### src/design/assert_macros.svh
// Assertion macros shared by the RTL. Define ASSERT_OFF to compile them out.
`ifndef ASSERT_MACROS_SVH
`define ASSERT_MACROS_SVH

`ifndef ASSERT_OFF

`define ASSERT_PROP(lbl, clk, rst_n, prop, msg) \
    lbl: assert property (@(posedge clk) disable iff (!(rst_n)) (prop)) else $error(msg);

`define ASSERT_NEVER(lbl, clk, rst_n, cond, msg) \
    lbl: assert property (@(posedge clk) disable iff (!(rst_n)) !(cond)) else $error(msg);

`else

`define ASSERT_PROP(lbl, clk, rst_n, prop, msg)

`define ASSERT_NEVER(lbl, clk, rst_n, cond, msg)

`endif

`endif

### src/design/ccfp_pkg.sv
package ccfp_pkg;

    localparam int HDR_BYTES   = 18;
    localparam int IDX_W       = 5;
    localparam int IN_DATA_W   = 8;
    localparam int OUT_DATA_W  = 104;
    localparam int Q_DEPTH     = 4;
    localparam int Q_PTR_W     = 2;
    localparam int Q_CNT_W     = 3;

    localparam logic [31:0] CRC_POLY  = 32'hEDB8_8320;
    localparam logic [31:0] CRC_INIT  = 32'hFFFF_FFFF;
    localparam logic [15:0] MAGIC_RST = 16'hABCD;
    localparam logic [7:0]  MAXV_RST  = 8'd2;

    typedef enum logic [2:0] {
        ST_OK          = 3'd0,
        ST_TOO_SHORT   = 3'd1,
        ST_BAD_MAGIC   = 3'd2,
        ST_BAD_VERSION = 3'd3,
        ST_TRUNCATED   = 3'd4,
        ST_CRC_BAD     = 3'd5
    } t_status;

    typedef enum logic {
        CFG_MAGIC_WORD  = 1'b0,
        CFG_MAX_VERSION = 1'b1
    } t_cfg_index;

    typedef enum logic {
        KIND_PAYLOAD = 1'b0,
        KIND_STATUS  = 1'b1
    } t_kind;

    typedef struct packed {
        logic                  last;
        t_kind                 kind;
        logic [OUT_DATA_W-1:0] data;
    } t_result;

    function automatic logic [31:0] crc_byte(input logic [31:0] crc, input logic [7:0] b);
        logic [31:0] c;
        c = crc ^ {24'd0, b};
        for (int k = 0; k < 8; k++) begin
            c = (c >> 1) ^ (CRC_POLY & {32{c[0]}});
        end
        return c;
    endfunction

endpackage

### src/design/crc_checked_frame_parser.sv
// Channel   Dir  Beat content (lowest bit first)
// s_axis    in   tdata: data_byte[7:0]; tlast: end_of_buffer
// m_axis    out  tdata: payload_byte, status, message_type, sequence_number,
//                flag_bits, payload_length, zero pad; tuser: kind; tlast: last_of_run
// cfg       in   i_cfg_we, i_cfg_index (0 magic_word, 1 max_version), i_cfg_data
//
// Header, CRC and status are updated in the cycle an input beat is taken.
// An input beat makes up to two result beats, written into a four-entry output queue.
// Input is ready while the queue has at least two free entries, so one beat per cycle is
// sustained while each beat makes one result beat and the output side drains one per cycle.
// Reset is synchronous and active low; it clears the parser state and the queue.
`include "assert_macros.svh"

module crc_checked_frame_parser
    import ccfp_pkg::*;
(
    input  logic                  i_clk,
    input  logic                  i_rst_n,

    input  logic                  s_axis_tvalid,
    output logic                  s_axis_tready,
    input  logic [IN_DATA_W-1:0]  s_axis_tdata,   // data_byte[7:0]
    input  logic                  s_axis_tlast,

    output logic                  m_axis_tvalid,
    input  logic                  m_axis_tready,
    output logic [OUT_DATA_W-1:0] m_axis_tdata,   // payload_byte[7:0], status[10:8],
                                                  // message_type[26:11],
                                                  // sequence_number[58:27],
                                                  // flag_bits[66:59],
                                                  // payload_length[98:67], pad[103:99]
    output logic                  m_axis_tuser,   // kind
    output logic                  m_axis_tlast,

    input  logic                  i_cfg_we,
    input  logic                  i_cfg_index,
    input  logic [15:0]           i_cfg_data
);

    logic [15:0]        r_magic_word;
    logic [7:0]         r_max_version;

    logic [IDX_W-1:0]   r_hdr_idx,  n_hdr_idx;
    logic [15:0]        r_magic,    n_magic;
    logic [7:0]         r_version,  n_version;
    logic [7:0]         r_flags,    n_flags;
    logic [15:0]        r_type,     n_type;
    logic [31:0]        r_length,   n_length;
    logic [31:0]        r_sequence, n_sequence;
    logic [31:0]        r_checksum, n_checksum;
    logic [31:0]        r_crc,      n_crc;
    logic [31:0]        r_pay_cnt,  n_pay_cnt;

    logic [IDX_W-1:0]   upd_hdr_idx;
    logic [15:0]        upd_magic;
    logic [7:0]         upd_version;
    logic [7:0]         upd_flags;
    logic [15:0]        upd_type;
    logic [31:0]        upd_length;
    logic [31:0]        upd_sequence;
    logic [31:0]        upd_checksum;
    logic [31:0]        upd_crc;
    logic [31:0]        upd_pay_cnt;

    t_result            r_queue [Q_DEPTH];
    logic [Q_PTR_W-1:0] r_wr_ptr, r_rd_ptr;
    logic [Q_CNT_W-1:0] r_count;

    logic               in_fire;
    logic               out_fire;
    logic               hdr_active;
    logic               pay_take;
    logic               push_pay;
    logic               push_st;
    t_status            status;
    t_result            pay_entry;
    t_result            st_entry;
    logic [7:0]         b;

    assign b          = s_axis_tdata;
    assign in_fire    = s_axis_tvalid && s_axis_tready;
    assign out_fire   = m_axis_tvalid && m_axis_tready;
    assign hdr_active = r_hdr_idx < IDX_W'(HDR_BYTES);
    assign pay_take   = !hdr_active && (r_pay_cnt < r_length);
    assign push_pay   = in_fire && pay_take;
    assign push_st    = in_fire && s_axis_tlast;

    always_comb begin
        upd_hdr_idx  = r_hdr_idx;
        upd_magic    = r_magic;
        upd_version  = r_version;
        upd_flags    = r_flags;
        upd_type     = r_type;
        upd_length   = r_length;
        upd_sequence = r_sequence;
        upd_checksum = r_checksum;
        upd_crc      = r_crc;
        upd_pay_cnt  = r_pay_cnt;
        if (hdr_active) begin
            upd_hdr_idx = r_hdr_idx + IDX_W'(1);
            case (r_hdr_idx)
                5'd0:  upd_magic[15:8]        = b;
                5'd1:  upd_magic[7:0]         = b;
                5'd2:  upd_version            = b;
                5'd3:  upd_flags              = b;
                5'd4:  upd_type[15:8]         = b;
                5'd5:  upd_type[7:0]          = b;
                5'd6:  upd_length[31:24]      = b;
                5'd7:  upd_length[23:16]      = b;
                5'd8:  upd_length[15:8]       = b;
                5'd9:  upd_length[7:0]        = b;
                5'd10: upd_sequence[31:24]    = b;
                5'd11: upd_sequence[23:16]    = b;
                5'd12: upd_sequence[15:8]     = b;
                5'd13: upd_sequence[7:0]      = b;
                5'd14: upd_checksum[31:24]    = b;
                5'd15: upd_checksum[23:16]    = b;
                5'd16: upd_checksum[15:8]     = b;
                5'd17: upd_checksum[7:0]      = b;
                default: upd_hdr_idx = r_hdr_idx;
            endcase
        end else if (pay_take) begin
            upd_crc     = crc_byte(r_crc, b);
            upd_pay_cnt = r_pay_cnt + 32'd1;
        end
    end

    always_comb begin
        if (upd_hdr_idx < IDX_W'(HDR_BYTES)) begin
            status = ST_TOO_SHORT;
        end else if (upd_magic != r_magic_word) begin
            status = ST_BAD_MAGIC;
        end else if (upd_version > r_max_version) begin
            status = ST_BAD_VERSION;
        end else if (upd_pay_cnt < upd_length) begin
            status = ST_TRUNCATED;
        end else if ((upd_crc ^ CRC_INIT) != upd_checksum) begin
            status = ST_CRC_BAD;
        end else begin
            status = ST_OK;
        end
    end

    always_comb begin
        pay_entry.last = !s_axis_tlast;
        pay_entry.kind = KIND_PAYLOAD;
        pay_entry.data = {96'd0, b};
        st_entry.last  = 1'b1;
        st_entry.kind  = KIND_STATUS;
        st_entry.data  = {5'd0, upd_length, upd_flags, upd_sequence, upd_type,
                          status, 8'd0};
    end

    always_comb begin
        if (in_fire && !s_axis_tlast) begin
            n_hdr_idx  = upd_hdr_idx;
            n_magic    = upd_magic;
            n_version  = upd_version;
            n_flags    = upd_flags;
            n_type     = upd_type;
            n_length   = upd_length;
            n_sequence = upd_sequence;
            n_checksum = upd_checksum;
            n_crc      = upd_crc;
            n_pay_cnt  = upd_pay_cnt;
        end else if (in_fire) begin
            n_hdr_idx  = '0;
            n_magic    = '0;
            n_version  = '0;
            n_flags    = '0;
            n_type     = '0;
            n_length   = '0;
            n_sequence = '0;
            n_checksum = '0;
            n_crc      = CRC_INIT;
            n_pay_cnt  = '0;
        end else begin
            n_hdr_idx  = r_hdr_idx;
            n_magic    = r_magic;
            n_version  = r_version;
            n_flags    = r_flags;
            n_type     = r_type;
            n_length   = r_length;
            n_sequence = r_sequence;
            n_checksum = r_checksum;
            n_crc      = r_crc;
            n_pay_cnt  = r_pay_cnt;
        end
    end

    always_ff @(posedge i_clk) begin
        if (!i_rst_n) begin
            r_magic_word  <= MAGIC_RST;
            r_max_version <= MAXV_RST;
            r_hdr_idx     <= '0;
            r_magic       <= '0;
            r_version     <= '0;
            r_flags       <= '0;
            r_type        <= '0;
            r_length      <= '0;
            r_sequence    <= '0;
            r_checksum    <= '0;
            r_crc         <= CRC_INIT;
            r_pay_cnt     <= '0;
            r_wr_ptr      <= '0;
            r_rd_ptr      <= '0;
            r_count       <= '0;
        end else begin
            if (i_cfg_we) begin
                case (t_cfg_index'(i_cfg_index))
                    CFG_MAGIC_WORD:  r_magic_word  <= i_cfg_data;
                    CFG_MAX_VERSION: r_max_version <= i_cfg_data[7:0];
                    default:         r_magic_word  <= r_magic_word;
                endcase
            end
            r_hdr_idx  <= n_hdr_idx;
            r_magic    <= n_magic;
            r_version  <= n_version;
            r_flags    <= n_flags;
            r_type     <= n_type;
            r_length   <= n_length;
            r_sequence <= n_sequence;
            r_checksum <= n_checksum;
            r_crc      <= n_crc;
            r_pay_cnt  <= n_pay_cnt;
            r_wr_ptr   <= r_wr_ptr + Q_PTR_W'(push_pay) + Q_PTR_W'(push_st);
            r_rd_ptr   <= r_rd_ptr + Q_PTR_W'(out_fire);
            r_count    <= r_count + Q_CNT_W'(push_pay) + Q_CNT_W'(push_st)
                          - Q_CNT_W'(out_fire);
        end
    end

    always_ff @(posedge i_clk) begin
        if (push_pay) begin
            r_queue[r_wr_ptr] <= pay_entry;
        end
        if (push_st) begin
            r_queue[r_wr_ptr + Q_PTR_W'(push_pay)] <= st_entry;
        end
    end

    assign s_axis_tready = r_count <= Q_CNT_W'(Q_DEPTH - 2);
    assign m_axis_tvalid = r_count != '0;
    assign m_axis_tdata  = r_queue[r_rd_ptr].data;
    assign m_axis_tuser  = r_queue[r_rd_ptr].kind;
    assign m_axis_tlast  = r_queue[r_rd_ptr].last;

    `ASSERT_NEVER(a_queue_overflow, i_clk, i_rst_n, r_count > Q_CNT_W'(Q_DEPTH), "output queue overflow")
    `ASSERT_PROP(a_rearm_after_end, i_clk, i_rst_n, (in_fire && s_axis_tlast) |=> (r_hdr_idx == '0 && r_pay_cnt == '0 && r_crc == CRC_INIT), "parser did not rearm after end of buffer")
    `ASSERT_NEVER(a_count_in_range, i_clk, i_rst_n, r_pay_cnt > r_length, "payload count exceeds declared length")
    `ASSERT_PROP(a_status_is_last, i_clk, i_rst_n, (m_axis_tvalid && m_axis_tuser) |-> m_axis_tlast, "status beat without last mark")

endmodule
### config.mk
export PLATFORM = sky130hd
export DESIGN_NAME = crc_checked_frame_parser
export DESIGN_NICKNAME = d
export VERILOG_FILES = /design/src/design/ccfp_pkg.sv /design/src/design/crc_checked_frame_parser.sv
export VERILOG_INCLUDE_DIRS = /design/src /design/src/design
export SDC_FILE = /design/constraint.sdc
export NUM_CORES = 1
export LEC_CHECK = 0
export BUFFER_PORTS_ARGS = -buffer_cell sky130_fd_sc_hd__buf_2
export CAP_MARGIN = 0
export CORE_ASPECT_RATIO = 0.6
export CORE_MARGIN = 2
export CORE_UTILIZATION = 35
export DETAILED_ROUTE_END_ITERATION = 16
export PLACE_DENSITY = 0.54
export SYNTH_ARGS = -nofsm -noshare
export SYNTH_HDL_FRONTEND = slang
export SYNTH_SLANG_ARGS = --single-unit
### constraint.sdc
create_clock -name i_clk -period 5.35 [get_ports i_clk]
set_clock_uncertainty 0.1 [all_clocks]
set_input_delay 0.535 -clock i_clk [delete_from_list [all_inputs] [get_ports i_clk]]
set_output_delay 0.535 -clock i_clk [all_outputs]
set_load 0.02 [all_outputs]
==> out/qor.yml <==
status:
  status: "completed"
synth:
  async_flop_share_pct: 0
  synth_flop_cell: "edfxtp_1"
  synth.avg_cell_area_um2: 11.1
  synth-xor-area-share_pct: 5.73
  synth_area_um2: 32000
  muxShareOfSynthArea_pct: 11.8
  synth-compound-area-share_pct: 8.54
  synth_simple_gate_area_share_pct: 15.4
  syn_inst: 2888
  ys_types: 84
  yosysWarningCount: 0
  ys_seq_area_share_pct: 51.9
  synth_edf_count: 364
  synth_top_family_by_area: "simple AND/OR/NAND/NOR gates"
  ys_ff_latch: 648
  synthAdderAreaFrac_pct: 3.29
worst_setup_path:
  end_kind: "register"
  crit_path_start_kind: "register"
  critPathRequiredTime_ns: 5.63
  crit_type: "register to register"
  critPathMaxFanout: 7
  cp.arrival_ns: 5.44
sta:
  worst_pin_slew_ns: 1.08
  hold_viol: 0
  layout_min_cycle_time_ns: 5.16
  min_period_over_period_pct: 96.5
  fmax_mhz: 194
  slew_violations: 0
  setup_viol: 0
  max_slew_margin_pct: 28.0
clock_tree:
  clockBufferDepth: 3
  numCtsBuffers: 60
  cts.sinks: 648
  cts_setup_buffers: 0
  cts_max_level: 2
  clk_latency_ns: 0.65
  cts.clk_slew.worst_paths_ns: 0.07
  cts_tree: "yes"
  root_buffer: "clkbuf_16"
power:
  peakVddDrop_v: 0.000302
  power_density_nw_per_um2: 352
  power_mw: 12.9
  p_leak_nw: 13.6
global_route:
  grt_pass1_vias: 22800
  grt_pass1_wl_um: 147000
  grt.overflow.total: 0
  grt_max_degree: 141
  antenna_found_initial: 3
  grtUsageTotal_pct: 20.6
detailed_routing:
  drt-met1-wl_um: 48100
  drtIter0Drc: 2214
  routed_via_density: 5.38
  top_layer: "met5"
  post-route-drc-count: 0
  first_pass_iters: 7
  wirelength_um: 98200
  via_count: 23000
  ant_nets: 0
  wl_per_cell_um: 23.0
  dr_wl_met2_um: 41000
  route.met3.wl_um: 7190
final_layout:
  area_growth_pct: 15.0
  num-fill-cells: 8576
  utilization_pct: 40.8
  diodes: 0
  seq_area_um2: 16600
  fin_nets: 3121
  layout-drive-gt1-share_pct: 17.0
  multiInputGateArea_um2: 14500
placement:
  io_buffers: 133
  place_hpwl_um: 64000
  place.gp.congestion: 0.891
floorplanning:
  die_h_um: 238
  fp.dieArea_um2: 94000
  rows: 85
  ios: 139
  core_um2: 90200
  initial_utilization_pct: 35.5
  fp.dieW_um: 394
hold_path:
  min_path_type: "primary input to register"
flow_run:
  cap_violations: 0
==> Yosys cell counts (4+ instances only) <==
cell type  instances  area share (%)
nor2_1           447             5.2
edfxtp_1         364              34
dfxtp_1          284              18
nand2_1          221             2.6
clkbuf_1         164             1.9
mux2i_1          136             4.3
and2_1           115             2.2
o21ai_0          108             1.7
mux4_2           101             7.1
xnor2_1           84             2.3
nor2b_1           83             1.6
ha_1              81             3.2
o22ai_1           63             1.2
a22oi_1           62             1.5
a21oi_1           61            0.95
inv_1             58            0.68
xor2_1            46             1.3
nand3_1           45            0.70
a21boi_0          29            0.68
and3_1            27            0.53
nand4_1           25            0.49
buf_1             24            0.28
or3_1             20            0.39
a21o_1            18            0.42
nor3_1            18            0.28
nor4_1            16            0.31
buf_2             15            0.23
mux2_2            13            0.46
xnor3_1           11            0.77
o211ai_1           9            0.21
o2bb2ai_1          9            0.25
o21a_1             8            0.19
a21boi_1           7            0.16
a31oi_1            7            0.14
nand2b_1           7            0.14
buf_4              6            0.14
or4_1              6            0.14
xnor2_2            6            0.30
xnor2_4            6            0.52
a211oi_1           5            0.12
o21ai_1            5           0.078
a221oi_1           4            0.11
or2_2              4           0.078
xor3_1             4            0.30
==> through the flow <==
step	setup TNS (ns)	hold WS (ns)	setup WS [ns]	area [um2]	std cells
final	0	0.0481	0.186	36800	4277
after global routing	-0.00457	0.0230	-0.00457	36800	4277
after CTS	0	0.00570	0.177	36800	4277
after detailed placement	0	0.334	0.184	34600	4153
after global placement	0	0.328	0.240	34600	4153
after floorplan	0	0.318	0.442	32000	2892
==> area by class of cell <==
| cell class | instances | share of cell area [%] |
|---|---|---|
| clock buffer | 73 | 4.32 |
| tap | 1218 | 4.14 |
| clock inverter | 41 | 1.22 |
| multi-input combinational | 1975 | 39.4 |
| sequential | 648 | 45.2 |
| inverter | 58 | 0.591 |
| timing repair buffer | 264 | 5.18 |
==> worst max-delay path: stages, from the launching register on <==
cell,delay [ns]
dfxtp_1,0.31
inv_1,0.07
ha_1,0.29
nand4_1,0.26
or4_1,0.61
nand2b_1,0.19
o211ai_2,0.13
buf_4,0.20
nor3_2,0.06
buf_4,0.16
and3_1,0.21
xor2_1,0.15
ha_1,0.31
a21o_1,0.16
a21o_1,0.18
a21oi_2,0.22
a21oi_1,0.12
a21o_1,0.20
a21oi_1,0.15
nand4_1,0.34
o21ai_0,0.26
buf_4,0.15
nor3_1,0.05
==> where the power goes <==
group          internal [mW]  switching (mW)  total, mW
Clock                   2.56            1.98       4.54
Sequential              5.42           0.138       5.56
Combinational           1.02            1.82       2.84
Total                   9.00            3.94       12.9
==> worst paths after layout <==
kind,cells past startpoint,end,start,slack (ns)
hold reg to reg,2,r_queue[1][99]$_SDFFE_PP1P_,r_queue[1][99]$_SDFFE_PP1P_,0.35
setup / recovery,22,r_queue[1][8]$_DFFE_PP_,r_length[31]$_SDFFE_PN0P_,0.19
hold / removal,3,r_magic_word[12]$_SDFFE_PN0P_,i_cfg_data[12],0.05
setup reg to reg,22,r_queue[1][8]$_DFFE_PP_,r_length[31]$_SDFFE_PN0P_,0.19
==> repair_timing <==
action                                  CTS  global route
hold endpoints to repair                 10             0
endpoints found under the setup margin    0             8
hold buffers                             10             0
resized for setup                         0            10
==> placed cells by master (no fill, tap or decap), drive strengths merged, types with 6 or more instances in the layout <==
cell type and instances:
buf 254, edfxtp 364, and3 27, nand2b 7, inv 61, bufinv 9
o22ai 63, a21oi 61, and2 116, o2bb2ai 9, nor2 447, dfxtp 284
nand2 222, mux4 101, nor4 18, xor2 47, clkinv 26, o21ai 113
clkbuf 73, nand3 46, dlygate4sd3 10, nand4 25, nor2b 83, a21o 18
xnor2 96, a21boi 36, or3 20, o21a 8, a22oi 63, a31oi 7
ha 81, o211ai 10, or4 6, mux2 13, nor3 19, xnor3 13
mux2i 136
==> cells by family (layout without fill, tap and decap cells) <==
kind of cell / count (synthesis) / after routing
compound gates: 422 / 422
xor+xnor: 161 / 161
fa+ha+maj: 83 / 83
flops: 648 / 648
mux: 250 / 250
simple gates: 1054 / 1054
other cells: 1 / 5
buf+inv: 269 / 436
==> per-layer routing <==
layer  GRT usage (%)  up-vias
met4            4.59        2
met2            29.8      782
met1            32.0    11500
met3            3.54      117
met5               0        -
li1                -    10600
==> sequential cells by signal, indices dropped and copies added (netlist names), 16 cells and up <==
| register | count |
|---|---|
| r_sequence | 32 |
| r_type | 16 |
| r_crc | 32 |
| r_magic_word | 16 |
| r_pay_cnt | 32 |
| r_checksum | 32 |
| r_length | 32 |
| r_magic | 16 |
| r_queue | 404 |
No activity file was read; power rests on OpenSTA's default activity.
